**src/rtl/bole_pkg.sv**
```systemverilog
// Shared constants, types and helpers of the bounded ordered list engine.
`default_nettype none

package bole_pkg;

  // List capacity in slots; the null link is the value CAPACITY itself.
  localparam int CAPACITY = 16;
  localparam int IDX_W    = $clog2(CAPACITY);
  localparam int SLOT_W   = $clog2(CAPACITY + 1);

  // Beat field widths.
  localparam int OP_W  = 3;
  localparam int POS_W = 8;
  localparam int VAL_W = 32;
  localparam int ST_W  = 2;
  localparam int LEN_W = 5;

  // Width for comparing a position against the entry count.
  localparam int CMP_W = ((SLOT_W > POS_W) ? SLOT_W : POS_W) + 1;

  localparam logic [SLOT_W-1:0] NULL_SLOT = SLOT_W'(CAPACITY);

  // Request operation codes.
  localparam logic [OP_W-1:0] OP_INS_HEAD = 3'd0;
  localparam logic [OP_W-1:0] OP_INS_TAIL = 3'd1;
  localparam logic [OP_W-1:0] OP_INS_POS  = 3'd2;
  localparam logic [OP_W-1:0] OP_DEL_HEAD = 3'd3;
  localparam logic [OP_W-1:0] OP_DEL_TAIL = 3'd4;
  localparam logic [OP_W-1:0] OP_DEL_POS  = 3'd5;

  // Response status codes.
  localparam logic [ST_W-1:0] ST_OK     = 2'd0;
  localparam logic [ST_W-1:0] ST_BADPOS = 2'd1;
  localparam logic [ST_W-1:0] ST_EMPTY  = 2'd2;
  localparam logic [ST_W-1:0] ST_FULL   = 2'd3;

  // Steps the controller asks the datapath to perform.
  typedef enum logic [3:0] {
    CMD_NOP,
    CMD_INIT,
    CMD_ACCEPT,
    CMD_DECODE,
    CMD_REJECT,
    CMD_I_POP,
    CMD_WALK_START,
    CMD_WALK_STEP,
    CMD_I_RDN,
    CMD_I_W1,
    CMD_I_W2,
    CMD_D_RD,
    CMD_D_W1,
    CMD_D_W2
  } cmd_t;

  typedef enum logic [1:0] {
    DEC_REJ,
    DEC_INS,
    DEC_DEL
  } dec_kind_t;

  // Status returned from the datapath to the controller.
  typedef struct packed {
    dec_kind_t kind;
    logic      dec_walk;
    logic      hops_zero;
    logic      init_last;
  } dp_status_t;

  function automatic logic slot_ok(input logic [SLOT_W-1:0] s);
    return s < NULL_SLOT;
  endfunction

  function automatic logic [IDX_W-1:0] slot_idx(input logic [SLOT_W-1:0] s);
    return s[IDX_W-1:0];
  endfunction

endpackage

`default_nettype wire

```
**src/rtl/bole_if.sv**
```systemverilog
// Request and response channel interfaces of the bounded ordered list engine.
`default_nettype none

interface bole_req_if;
  import bole_pkg::*;

  logic                    valid;
  logic                    ready;
  logic        [OP_W-1:0]  operation;
  logic        [POS_W-1:0] position;
  logic signed [VAL_W-1:0] value;

  modport source (output valid, operation, position, value, input ready);
  modport sink   (input valid, operation, position, value, output ready);
endinterface

interface bole_rsp_if;
  import bole_pkg::*;

  logic                    valid;
  logic                    ready;
  logic        [ST_W-1:0]  status;
  logic        [LEN_W-1:0] length;
  logic signed [VAL_W-1:0] removed_value;

  modport source (output valid, status, length, removed_value, input ready);
  modport sink   (input valid, status, length, removed_value, output ready);
endinterface

`default_nettype wire

```
**src/rtl/bole_ram.sv**
```systemverilog
// Generic single-write, single-read RAM with registered read data.
`default_nettype none

module bole_ram #(
  parameter int WIDTH = 8,
  parameter int DEPTH = 16
) (
  input  wire logic                     clk,
  input  wire logic                     we,
  input  wire logic [$clog2(DEPTH)-1:0] waddr,
  input  wire logic [WIDTH-1:0]         wdata,
  input  wire logic                     re,
  input  wire logic [$clog2(DEPTH)-1:0] raddr,
  output      logic [WIDTH-1:0]         rdata
);

  logic [WIDTH-1:0] mem [DEPTH];

  always_ff @(posedge clk) begin
    if (we) begin
      mem[waddr] <= wdata;
    end
    if (re) begin
      rdata <= mem[raddr];
    end
  end

endmodule

`default_nettype wire

```
**src/rtl/bole_dp.sv**
```systemverilog
// Datapath: link and value memories, list pointers, request decode and result register.
`default_nettype none

module bole_dp (
  input  wire logic                             clk,
  input  wire logic                             rst,
  input  wire bole_pkg::cmd_t                   cmd,
  input  wire logic        [bole_pkg::OP_W-1:0]  in_operation,
  input  wire logic        [bole_pkg::POS_W-1:0] in_position,
  input  wire logic signed [bole_pkg::VAL_W-1:0] in_value,
  output      bole_pkg::dp_status_t             sts,
  output      logic        [bole_pkg::ST_W-1:0]  res_status,
  output      logic        [bole_pkg::LEN_W-1:0] res_length,
  output      logic signed [bole_pkg::VAL_W-1:0] res_removed
);
  import bole_pkg::*;

  // List pointers and free chain.
  logic [SLOT_W-1:0] head;
  logic [SLOT_W-1:0] tail;
  logic [SLOT_W-1:0] free_s;
  logic [SLOT_W-1:0] count;
  logic [IDX_W-1:0]  init_idx;

  // Latched request.
  logic [OP_W-1:0]  op_r;
  logic [POS_W-1:0] pos_r;
  logic [VAL_W-1:0] val_r;

  // Working registers of one request.
  logic [SLOT_W-1:0] anchor;
  logic [SLOT_W-1:0] fresh;
  logic [SLOT_W-1:0] nbr_n;
  logic [IDX_W-1:0]  hops;

  // Memory ports.
  logic              nx_we, nx_re, pv_we, pv_re, vs_we, vs_re;
  logic [IDX_W-1:0]  nx_waddr, nx_raddr, pv_waddr, pv_raddr, vs_waddr, vs_raddr;
  logic [SLOT_W-1:0] nx_wdata, nx_q, pv_wdata, pv_q;
  logic [VAL_W-1:0]  vs_wdata, vs_q;

  // Decode results.
  dec_kind_t         dec_kind;
  logic [ST_W-1:0]   dec_status;
  logic [SLOT_W-1:0] dec_anchor;
  logic [IDX_W-1:0]  dec_hops;
  logic [CMP_W-1:0]  pos_c;
  logic [CMP_W-1:0]  cnt_c;
  logic              full;
  logic              pos_bad;
  logic [SLOT_W-1:0] n_new;

  bole_ram #(.WIDTH(SLOT_W), .DEPTH(CAPACITY)) u_next_ram (
    .clk(clk), .we(nx_we), .waddr(nx_waddr), .wdata(nx_wdata),
    .re(nx_re), .raddr(nx_raddr), .rdata(nx_q)
  );

  bole_ram #(.WIDTH(SLOT_W), .DEPTH(CAPACITY)) u_prev_ram (
    .clk(clk), .we(pv_we), .waddr(pv_waddr), .wdata(pv_wdata),
    .re(pv_re), .raddr(pv_raddr), .rdata(pv_q)
  );

  bole_ram #(.WIDTH(VAL_W), .DEPTH(CAPACITY)) u_value_ram (
    .clk(clk), .we(vs_we), .waddr(vs_waddr), .wdata(vs_wdata),
    .re(vs_re), .raddr(vs_raddr), .rdata(vs_q)
  );

  assign pos_c = CMP_W'(pos_r);
  assign cnt_c = CMP_W'(count);
  assign full  = (count >= NULL_SLOT) || !slot_ok(free_s);

  // Request decode: outcome class, anchor slot and the number of hops to walk.
  always_comb begin
    dec_kind   = DEC_REJ;
    dec_status = ST_BADPOS;
    dec_anchor = NULL_SLOT;
    dec_hops   = '0;
    pos_bad    = 1'b0;
    unique case (op_r) inside
      OP_INS_HEAD, OP_INS_TAIL, OP_INS_POS: begin
        if (op_r == OP_INS_TAIL) begin
          dec_anchor = tail;
        end else if (op_r == OP_INS_POS && count != '0) begin
          if (pos_c == '0 || pos_c > cnt_c + CMP_W'(1)) begin
            pos_bad = 1'b1;
          end else if (pos_c > CMP_W'(1)) begin
            dec_anchor = head;
            dec_hops   = IDX_W'(pos_c - CMP_W'(2));
          end
        end
        if (pos_bad) begin
          dec_status = ST_BADPOS;
        end else if (full) begin
          dec_status = ST_FULL;
        end else begin
          dec_kind   = DEC_INS;
          dec_status = ST_OK;
        end
      end
      OP_DEL_HEAD, OP_DEL_TAIL, OP_DEL_POS: begin
        dec_anchor = (op_r == OP_DEL_TAIL) ? tail : head;
        if (op_r == OP_DEL_POS) begin
          pos_bad  = (pos_c == '0) || (pos_c > cnt_c);
          dec_hops = IDX_W'(pos_c - CMP_W'(1));
        end
        if (count == '0) begin
          dec_status = ST_EMPTY;
        end else if (pos_bad) begin
          dec_status = ST_BADPOS;
        end else begin
          dec_kind   = DEC_DEL;
          dec_status = ST_OK;
        end
      end
      default: begin
        dec_status = ST_BADPOS;
      end
    endcase
  end

  assign sts.kind      = dec_kind;
  assign sts.dec_walk  = (dec_hops != '0);
  assign sts.hops_zero = (hops == '0);
  assign sts.init_last = (init_idx == IDX_W'(CAPACITY - 1));

  // Successor of the new entry: the anchor's old successor, or the old head.
  assign n_new = slot_ok(anchor) ? nx_q : head;

  // Memory port control per step.
  always_comb begin
    nx_we = 1'b0; nx_waddr = '0; nx_wdata = '0; nx_re = 1'b0; nx_raddr = '0;
    pv_we = 1'b0; pv_waddr = '0; pv_wdata = '0; pv_re = 1'b0; pv_raddr = '0;
    vs_we = 1'b0; vs_waddr = '0; vs_wdata = '0; vs_re = 1'b0; vs_raddr = '0;
    unique case (cmd) inside
      CMD_INIT: begin
        nx_we    = 1'b1;
        nx_waddr = init_idx;
        nx_wdata = SLOT_W'(init_idx) + SLOT_W'(1);
      end
      CMD_DECODE: begin
        nx_re    = 1'b1;
        nx_raddr = slot_idx(free_s);
      end
      CMD_WALK_START, CMD_I_RDN: begin
        nx_re    = 1'b1;
        nx_raddr = slot_idx(anchor);
      end
      CMD_WALK_STEP: begin
        nx_re    = (hops != '0);
        nx_raddr = slot_idx(nx_q);
      end
      CMD_I_W1: begin
        vs_we    = 1'b1;
        vs_waddr = slot_idx(fresh);
        vs_wdata = val_r;
        pv_we    = 1'b1;
        pv_waddr = slot_idx(fresh);
        pv_wdata = anchor;
        nx_we    = 1'b1;
        nx_waddr = slot_idx(fresh);
        nx_wdata = n_new;
      end
      CMD_I_W2: begin
        nx_we    = slot_ok(anchor);
        nx_waddr = slot_idx(anchor);
        nx_wdata = fresh;
        pv_we    = slot_ok(nbr_n);
        pv_waddr = slot_idx(nbr_n);
        pv_wdata = fresh;
      end
      CMD_D_RD: begin
        nx_re    = 1'b1;
        nx_raddr = slot_idx(anchor);
        pv_re    = 1'b1;
        pv_raddr = slot_idx(anchor);
        vs_re    = 1'b1;
        vs_raddr = slot_idx(anchor);
      end
      CMD_D_W1: begin
        // Unlink: predecessor skips to successor and back.
        nx_we    = slot_ok(pv_q);
        nx_waddr = slot_idx(pv_q);
        nx_wdata = nx_q;
        pv_we    = slot_ok(nx_q);
        pv_waddr = slot_idx(nx_q);
        pv_wdata = pv_q;
      end
      CMD_D_W2: begin
        nx_we    = 1'b1;
        nx_waddr = slot_idx(anchor);
        nx_wdata = free_s;
      end
      default: begin
      end
    endcase
  end

  always_ff @(posedge clk) begin
    if (rst) begin
      head     <= NULL_SLOT;
      tail     <= NULL_SLOT;
      free_s   <= '0;
      count    <= '0;
      init_idx <= '0;
    end else begin
      case (cmd)
        CMD_INIT: begin
          init_idx <= init_idx + IDX_W'(1);
        end
        CMD_ACCEPT: begin
          op_r  <= in_operation;
          pos_r <= in_position;
          val_r <= in_value;
        end
        CMD_DECODE: begin
          fresh  <= free_s;
          anchor <= dec_anchor;
          hops   <= dec_hops;
        end
        CMD_REJECT: begin
          res_status  <= dec_status;
          res_length  <= LEN_W'(count);
          res_removed <= '0;
        end
        CMD_I_POP: begin
          free_s <= nx_q;
        end
        CMD_WALK_START: begin
          hops <= hops - IDX_W'(1);
        end
        CMD_WALK_STEP: begin
          if (hops != '0) begin
            hops <= hops - IDX_W'(1);
          end else begin
            anchor <= nx_q;
          end
        end
        CMD_I_W1: begin
          nbr_n <= n_new;
        end
        CMD_I_W2: begin
          if (!slot_ok(anchor)) begin
            head <= fresh;
          end
          if (!slot_ok(nbr_n)) begin
            tail <= fresh;
          end
          count       <= count + SLOT_W'(1);
          res_status  <= ST_OK;
          res_length  <= LEN_W'(count + SLOT_W'(1));
          res_removed <= '0;
        end
        CMD_D_W1: begin
          if (!slot_ok(pv_q)) begin
            head <= nx_q;
          end
          if (!slot_ok(nx_q)) begin
            tail <= pv_q;
          end
        end
        CMD_D_W2: begin
          free_s      <= anchor;
          count       <= count - SLOT_W'(1);
          res_status  <= ST_OK;
          res_length  <= LEN_W'(count - SLOT_W'(1));
          res_removed <= vs_q;
        end
        default: begin
        end
      endcase
    end
  end

endmodule

`default_nettype wire

```
**src/rtl/bole_ctrl.sv**
```systemverilog
// Controller: sequences one request through the datapath and owns the handshakes.
`default_nettype none

module bole_ctrl (
  input  wire logic                 clk,
  input  wire logic                 rst,
  input  wire logic                 in_valid,
  output      logic                 in_ready,
  output      logic                 out_valid,
  input  wire logic                 out_ready,
  input  wire bole_pkg::dp_status_t sts,
  output      bole_pkg::cmd_t       cmd
);
  import bole_pkg::*;

  typedef enum logic [3:0] {
    S_INIT,
    S_IDLE,
    S_DECODE,
    S_REJECT,
    S_I_POP,
    S_WALK_START,
    S_WALK_STEP,
    S_I_RDN,
    S_I_W1,
    S_I_W2,
    S_D_RD,
    S_D_W1,
    S_D_W2
  } state_t;

  state_t state;
  state_t state_next;
  logic   ins_mode;
  logic   slot_free;
  logic   finish;

  // The result register may be overwritten once its beat is taken.
  assign slot_free = !out_valid || out_ready;
  assign in_ready  = (state == S_IDLE);
  assign finish    = slot_free &&
                     (state == S_REJECT || state == S_I_W2 || state == S_D_W2);

  always_comb begin
    cmd        = CMD_NOP;
    state_next = state;
    unique case (state)
      S_INIT: begin
        cmd = CMD_INIT;
        if (sts.init_last) begin
          state_next = S_IDLE;
        end
      end
      S_IDLE: begin
        if (in_valid) begin
          cmd        = CMD_ACCEPT;
          state_next = S_DECODE;
        end
      end
      S_DECODE: begin
        cmd = CMD_DECODE;
        unique case (sts.kind)
          DEC_INS: state_next = S_I_POP;
          DEC_DEL: state_next = sts.dec_walk ? S_WALK_START : S_D_RD;
          default: state_next = S_REJECT;
        endcase
      end
      S_REJECT: begin
        if (slot_free) begin
          cmd        = CMD_REJECT;
          state_next = S_IDLE;
        end
      end
      S_I_POP: begin
        cmd        = CMD_I_POP;
        state_next = sts.hops_zero ? S_I_RDN : S_WALK_START;
      end
      S_WALK_START: begin
        cmd        = CMD_WALK_START;
        state_next = S_WALK_STEP;
      end
      S_WALK_STEP: begin
        cmd = CMD_WALK_STEP;
        if (sts.hops_zero) begin
          state_next = ins_mode ? S_I_RDN : S_D_RD;
        end
      end
      S_I_RDN: begin
        cmd        = CMD_I_RDN;
        state_next = S_I_W1;
      end
      S_I_W1: begin
        cmd        = CMD_I_W1;
        state_next = S_I_W2;
      end
      S_I_W2: begin
        if (slot_free) begin
          cmd        = CMD_I_W2;
          state_next = S_IDLE;
        end
      end
      S_D_RD: begin
        cmd        = CMD_D_RD;
        state_next = S_D_W1;
      end
      S_D_W1: begin
        cmd        = CMD_D_W1;
        state_next = S_D_W2;
      end
      S_D_W2: begin
        if (slot_free) begin
          cmd        = CMD_D_W2;
          state_next = S_IDLE;
        end
      end
      default: begin
        state_next = S_IDLE;
      end
    endcase
  end

  always_ff @(posedge clk) begin
    if (rst) begin
      state     <= S_INIT;
      out_valid <= 1'b0;
      ins_mode  <= 1'b0;
    end else begin
      state <= state_next;
      if (state == S_DECODE) begin
        ins_mode <= (sts.kind == DEC_INS);
      end
      if (finish) begin
        out_valid <= 1'b1;
      end else if (out_ready) begin
        out_valid <= 1'b0;
      end
    end
  end

endmodule

`default_nettype wire

```
**src/rtl/bounded_ordered_list_engine.sv**
```systemverilog
// Top level of the bounded ordered list engine.
`default_nettype none

// The engine keeps up to CAPACITY (16) signed 32-bit values as a doubly
// linked list in three slot memories (next link, previous link, value), with
// unused slots chained on a free list. Each request beat inserts at the head,
// at the tail or at a 1-based position, or deletes at the head, at the tail or
// at a position, and answers with exactly one response beat that carries the
// status, the length after the request and, for a successful delete, the value
// taken out. Requests are handled one at a time, and the link walk of a
// positional request goes through the single read port of the next-link
// memory, one hop per cycle. The request side is ready again in the cycle
// after the response is loaded, even while that response beat still waits
// to be taken. After reset the engine builds the free chain through all
// CAPACITY slots (16) before it accepts its first request.
module bounded_ordered_list_engine (
  input wire logic clk,
  input wire logic rst,
  bole_req_if.sink   req,
  bole_rsp_if.source rsp
);
  import bole_pkg::*;

  cmd_t       cmd;
  dp_status_t sts;

  // Controller: owns the state machine, the ready on the request side and the
  // valid of the response register.
  bole_ctrl u_ctrl (
    .clk       (clk),
    .rst       (rst),
    .in_valid  (req.valid),
    .in_ready  (req.ready),
    .out_valid (rsp.valid),
    .out_ready (rsp.ready),
    .sts       (sts),
    .cmd       (cmd)
  );

  // Datapath: memories, list pointers, decode and the response payload.
  bole_dp u_dp (
    .clk          (clk),
    .rst          (rst),
    .cmd          (cmd),
    .in_operation (req.operation),
    .in_position  (req.position),
    .in_value     (req.value),
    .sts          (sts),
    .res_status   (rsp.status),
    .res_length   (rsp.length),
    .res_removed  (rsp.removed_value)
  );

endmodule

`default_nettype wire
```
**src/flat_wrapper.sv**
```systemverilog
// flat-port wrapper written by rule: the top's interface ports become plain ports
module bounded_ordered_list_engine_flat import bole_pkg::*;
  (clk, rst, req_valid, req_operation, req_position, req_value, req_ready, rsp_valid, rsp_status, rsp_length, rsp_removed_value, rsp_ready);
  bole_req_if req_i ();
  bole_rsp_if rsp_i ();
  input wire logic clk;
  input wire logic rst;
  input wire logic [$bits(req_i.valid)-1:0] req_valid;
  input wire logic [$bits(req_i.operation)-1:0] req_operation;
  input wire logic [$bits(req_i.position)-1:0] req_position;
  input wire logic [$bits(req_i.value)-1:0] req_value;
  output wire logic [$bits(req_i.ready)-1:0] req_ready;
  output wire logic [$bits(rsp_i.valid)-1:0] rsp_valid;
  output wire logic [$bits(rsp_i.status)-1:0] rsp_status;
  output wire logic [$bits(rsp_i.length)-1:0] rsp_length;
  output wire logic [$bits(rsp_i.removed_value)-1:0] rsp_removed_value;
  input wire logic [$bits(rsp_i.ready)-1:0] rsp_ready;
  assign req_i.valid = req_valid;
  assign req_i.operation = req_operation;
  assign req_i.position = req_position;
  assign req_i.value = req_value;
  assign req_ready = req_i.ready;
  assign rsp_valid = rsp_i.valid;
  assign rsp_status = rsp_i.status;
  assign rsp_length = rsp_i.length;
  assign rsp_removed_value = rsp_i.removed_value;
  assign rsp_i.ready = rsp_ready;
  bounded_ordered_list_engine u_core (.clk(clk), .rst(rst), .req(req_i), .rsp(rsp_i));
endmodule
```
**config.mk**
```make
export PLATFORM = sky130hd
export DESIGN_NAME = bounded_ordered_list_engine_flat
export DESIGN_NICKNAME = d
export VERILOG_FILES = /design/src/rtl/bole_pkg.sv /design/src/rtl/bole_if.sv /design/src/rtl/bole_ram.sv /design/src/rtl/bole_dp.sv /design/src/rtl/bole_ctrl.sv /design/src/rtl/bounded_ordered_list_engine.sv /design/src/flat_wrapper.sv
export SDC_FILE = /design/constraint.sdc
export NUM_CORES = 1
export LEC_CHECK = 0
export ABC_AREA = 1
export BUFFER_PORTS_ARGS = -buffer_cell sky130_fd_sc_hd__buf_4
export CAP_MARGIN = 0
export CORE_MARGIN = 3
export CORE_UTILIZATION = 33
export DETAILED_ROUTE_END_ITERATION = 6
export HOLD_SLACK_MARGIN = 0.05
export SYNTH_ARGS = -nofsm -noshare
export SYNTH_HDL_FRONTEND = slang
export SYNTH_SLANG_ARGS = --single-unit
```
**constraint.sdc**
```tcl
create_clock -name clk -period 4.2 [get_ports clk]
set_input_delay 0.42 -clock clk [delete_from_list [all_inputs] [get_ports clk]]
set_output_delay 0.42 -clock clk [all_outputs]
set_load 0.005 [all_outputs]
```
==> results.yml <==
placement:
  dp_cells: 3955
  post_dp_cell_area_um2: 37000
  dp.final_hpwl_um: 48400
  port_buffers: 87
  gp_congestion: 0.860
global_route:
  grt_pass1_vias: 21100
  grt_antenna_before_repair: 1
  grt_max_degree: 150
  grt_pass1_wl_um: 131000
  overflow: 0
  gr-usage-all-layers: 0.157
finish:
  fin_nets: 2775
  layout-drive-gt1-share: 0.120
  syn_to_final_growth_pct: 16.2
  stdcell_count: 4164
  multi_input_area_um2: 8220
  fillers: 9761
  fin_area_um2: 40200
  seqCellArea_um2: 25100
  final_util: 0.387
clocking:
  h-tree-depth: 3
  clk_pin_slew_ns: 0.06
  clock_path_buffers: 3
  worst_skew_pair.late_latency_ns: 0.65
  clock-sinks: 845
  cts-hold-fix-buffers: 43
  cts_resized: 0
  cts_tree: "done"
  cts_root_buffer: "clkbuf_16"
  cts_buffers: 89
  post_cts_buffers: 0
pwr:
  switching_share: 0.207
  power_frac_comb: 0.023
  ir_drop_v: 0.000283
  p_per_area_nw_per_um2: 428
  p_clk_frac: 0.436
  total_power_mw: 17.2
  p_leak_nw: 14.6
  seq_power_share: 0.541
  intPower_mw: 13.6
  power_switching_mw: 3.56
flow_run:
  maxCapViolations: 0
route:
  drt_first_pass_iters: 5
  vias: 21000
  wl_um: 85600
  drt_iter0_markers: 1734
  drcViolationCount: 0
  via_per_inst: 5.04
  wire_per_inst_um: 20.6
  final_antenna_net_count: 0
timing:
  finalClockSkew_ns: 0.0276
  max_freq_ghz: 0.308
  rsz0062_at_grt: "no"
  slew_headroom: 0.229
  setup_viol: 0
  worst_slew_pin_slew_ns: 1.15
  finalSetupTns_ns: 0
  hold_viol_final: 0
  post-route-period-util: 0.773
  drv_slew: 0
  fin_crit_ns: 3.25
synth:
  synthXorXnorAreaFrac: 0.00152
  ys_seq_area_frac: 0.726
  synth_top_cell_area_share: 0.708
  synth_nets: 2628
  synth_cell_type_count: 56
  synth_commonest_cells: "edfxtp_1, nor2_1, nand2_1"
  synth-simple-area-share: 0.107
  synth.mux.area_fraction: 0.0429
  ys_ff_latch: 845
  synth-compound-area-share: 0.0756
  synthTopCellsByArea: "edfxtp_1, nor2_1, mux2i_1, o221ai_1, nand2_1"
  synth_top_area_cell: "edfxtp_1"
  yosysMostFrequentCell: "edfxtp_1"
  synth_top_family_by_area: "simple AND/OR/NAND/NOR gates"
  yosys_warnings: 0
  synth_ff_type: "edfxtp_1"
  synth_cells: 2562
  syn_area_um2: 34500
  syn_area_per_cell_um2: 13.5
  synth-edff-count: 815
  ys_async_sr_fraction: 0
  synth_adder_area_share: 0.00688
run_status:
  outcome: "finished, final reports clean"
die:
  rows: 118
  die_y_um: 330
  initial_core_util: 0.333
  die_area_um2: 109000
  core_um2: 104000
  die-width_um: 330
  ioPinCount: 88
critical_path:
  required_ns: 4.71
  crit_path_start_kind: "flip-flop"
  cp.arrival_ns: 3.75
  cp-end-kind: "flip-flop"
  worstSetupPathType: "reg2reg"
  crit_path_max_fanout: 40
worst_hold_path:
  hp-class: "in2reg"
## worst max-delay path, stage by stage, from the launching register on
cell,delay [ns]
dfxtp_1,0.42
inv_2,0.07
nor2_2,0.18
inv_4,0.09
nor2_8,0.13
buf_4,0.64
nor3_4,0.07
inv_4,0.11
nand2_1,0.07
inv_2,0.10
nor2_4,0.04
inv_2,0.45
nor2_1,0.09
o311ai_1,0.41
nand3_1,0.16
nand2_1,0.08
## layout make-up
cell class | count | area share
timing repair buffer | 187 | 0.0404
multi-input combinational | 1394 | 0.205
inverter | 192 | 0.0183
antenna | 1 | 0.0000623
clock inverter | 50 | 0.0106
tap | 1380 | 0.0430
clock buffer | 115 | 0.0584
sequential | 845 | 0.624
## placed cells by master, fill, tap and decap left out, drive strengths merged, types with 3 or more instances in the layout
cell type    instances
o22ai               38
nor2               413
inv                193
ha                  19
nand3              116
o31ai                4
o21ai               65
xor2                 4
nand2              230
bufinv               4
mux2i              148
o311ai              17
a211oi              17
o32ai                4
o221ai             151
buf                144
o211ai              11
clkbuf             115
o21bai               3
dlygate4sd3         43
edfxtp             815
a21oi               35
clkinv              43
o2111ai              3
nor4                 4
nand4                6
nor3                89
dfxtp               30
## metal layers
| layer | up-vias | global-route usage | part of all wire |
|---|---|---|---|
| met5 | - | 0 | 0 |
| met4 | 0 | 0.0496 | 0.023 |
| met3 | 121 | 0.0257 | 0.058 |
| met2 | 657 | 0.255 | 0.47 |
| met1 | 10400 | 0.215 | 0.44 |
| li1 | 9807 | - | - |
## path summary, 6_finish.rpt
| path | startpoint | end | slack [ns] | cells after the start |
|---|---|---|---|---|
| max | u_core.u_ctrl.state[3] | u_core.u_dp.u_next_ram.rdata[0] | 0.95 | 15 |
| min | req_valid | u_core.u_ctrl.state[3] | 0.18 | 4 |
| max reg2reg | u_core.u_ctrl.state[3] | u_core.u_dp.u_next_ram.rdata[0] | 0.95 | 15 |
| min reg2reg | u_core.u_dp.init_idx[3] | u_core.u_dp.init_idx[3] | 0.47 | 2 |
## metrics by stage
stage	hold slack (ns)	setup WS, ns
finish	0.180	0.954
global route	0.207	0.708
global placement	0.457	0.984
CTS	0.126	0.899
detailed placement	0.466	0.921
floorplan	0.445	0.349
## power by group through the flow
stage / logic (mW) / clock network, mW / registers (mW)
5_1_grt: 0.440 / 8.01 / 9.30
4_1_cts: 0.397 / 7.66 / 9.29
2_1_floorplan: 0.202 / 0 / 9.46
3_5_place_dp: 0.365 / 0 / 9.47
3_3_place_gp: 0.360 / 0 / 9.47
6_report: 0.396 / 7.49 / 9.29
## flip-flops by register name (all words and copies together) (netlist names), 8 cells and up
register and flops:
u_core.u_dp.pos_r 8, u_core.u_dp.res_removed 32, u_core.u_dp.u_next_ram.mem 80, u_core.u_dp.u_prev_ram.mem 80
u_core.u_dp.u_value_ram.mem 512, u_core.u_dp.u_value_ram.rdata 32, u_core.u_dp.val_r 32
## cells by family (layout without fill, tap and decap cells)
kind of cell | after synthesis | in the layout
buf+inv | 323 | 544
xor+xnor | 6 | 6
mux | 148 | 148
simple gates | 865 | 865
compound gates | 356 | 356
fa+ha+maj | 19 | 19
flops | 845 | 845
other cells | 0 | 1
Note: power is estimated with default switching activity, not from simulation.
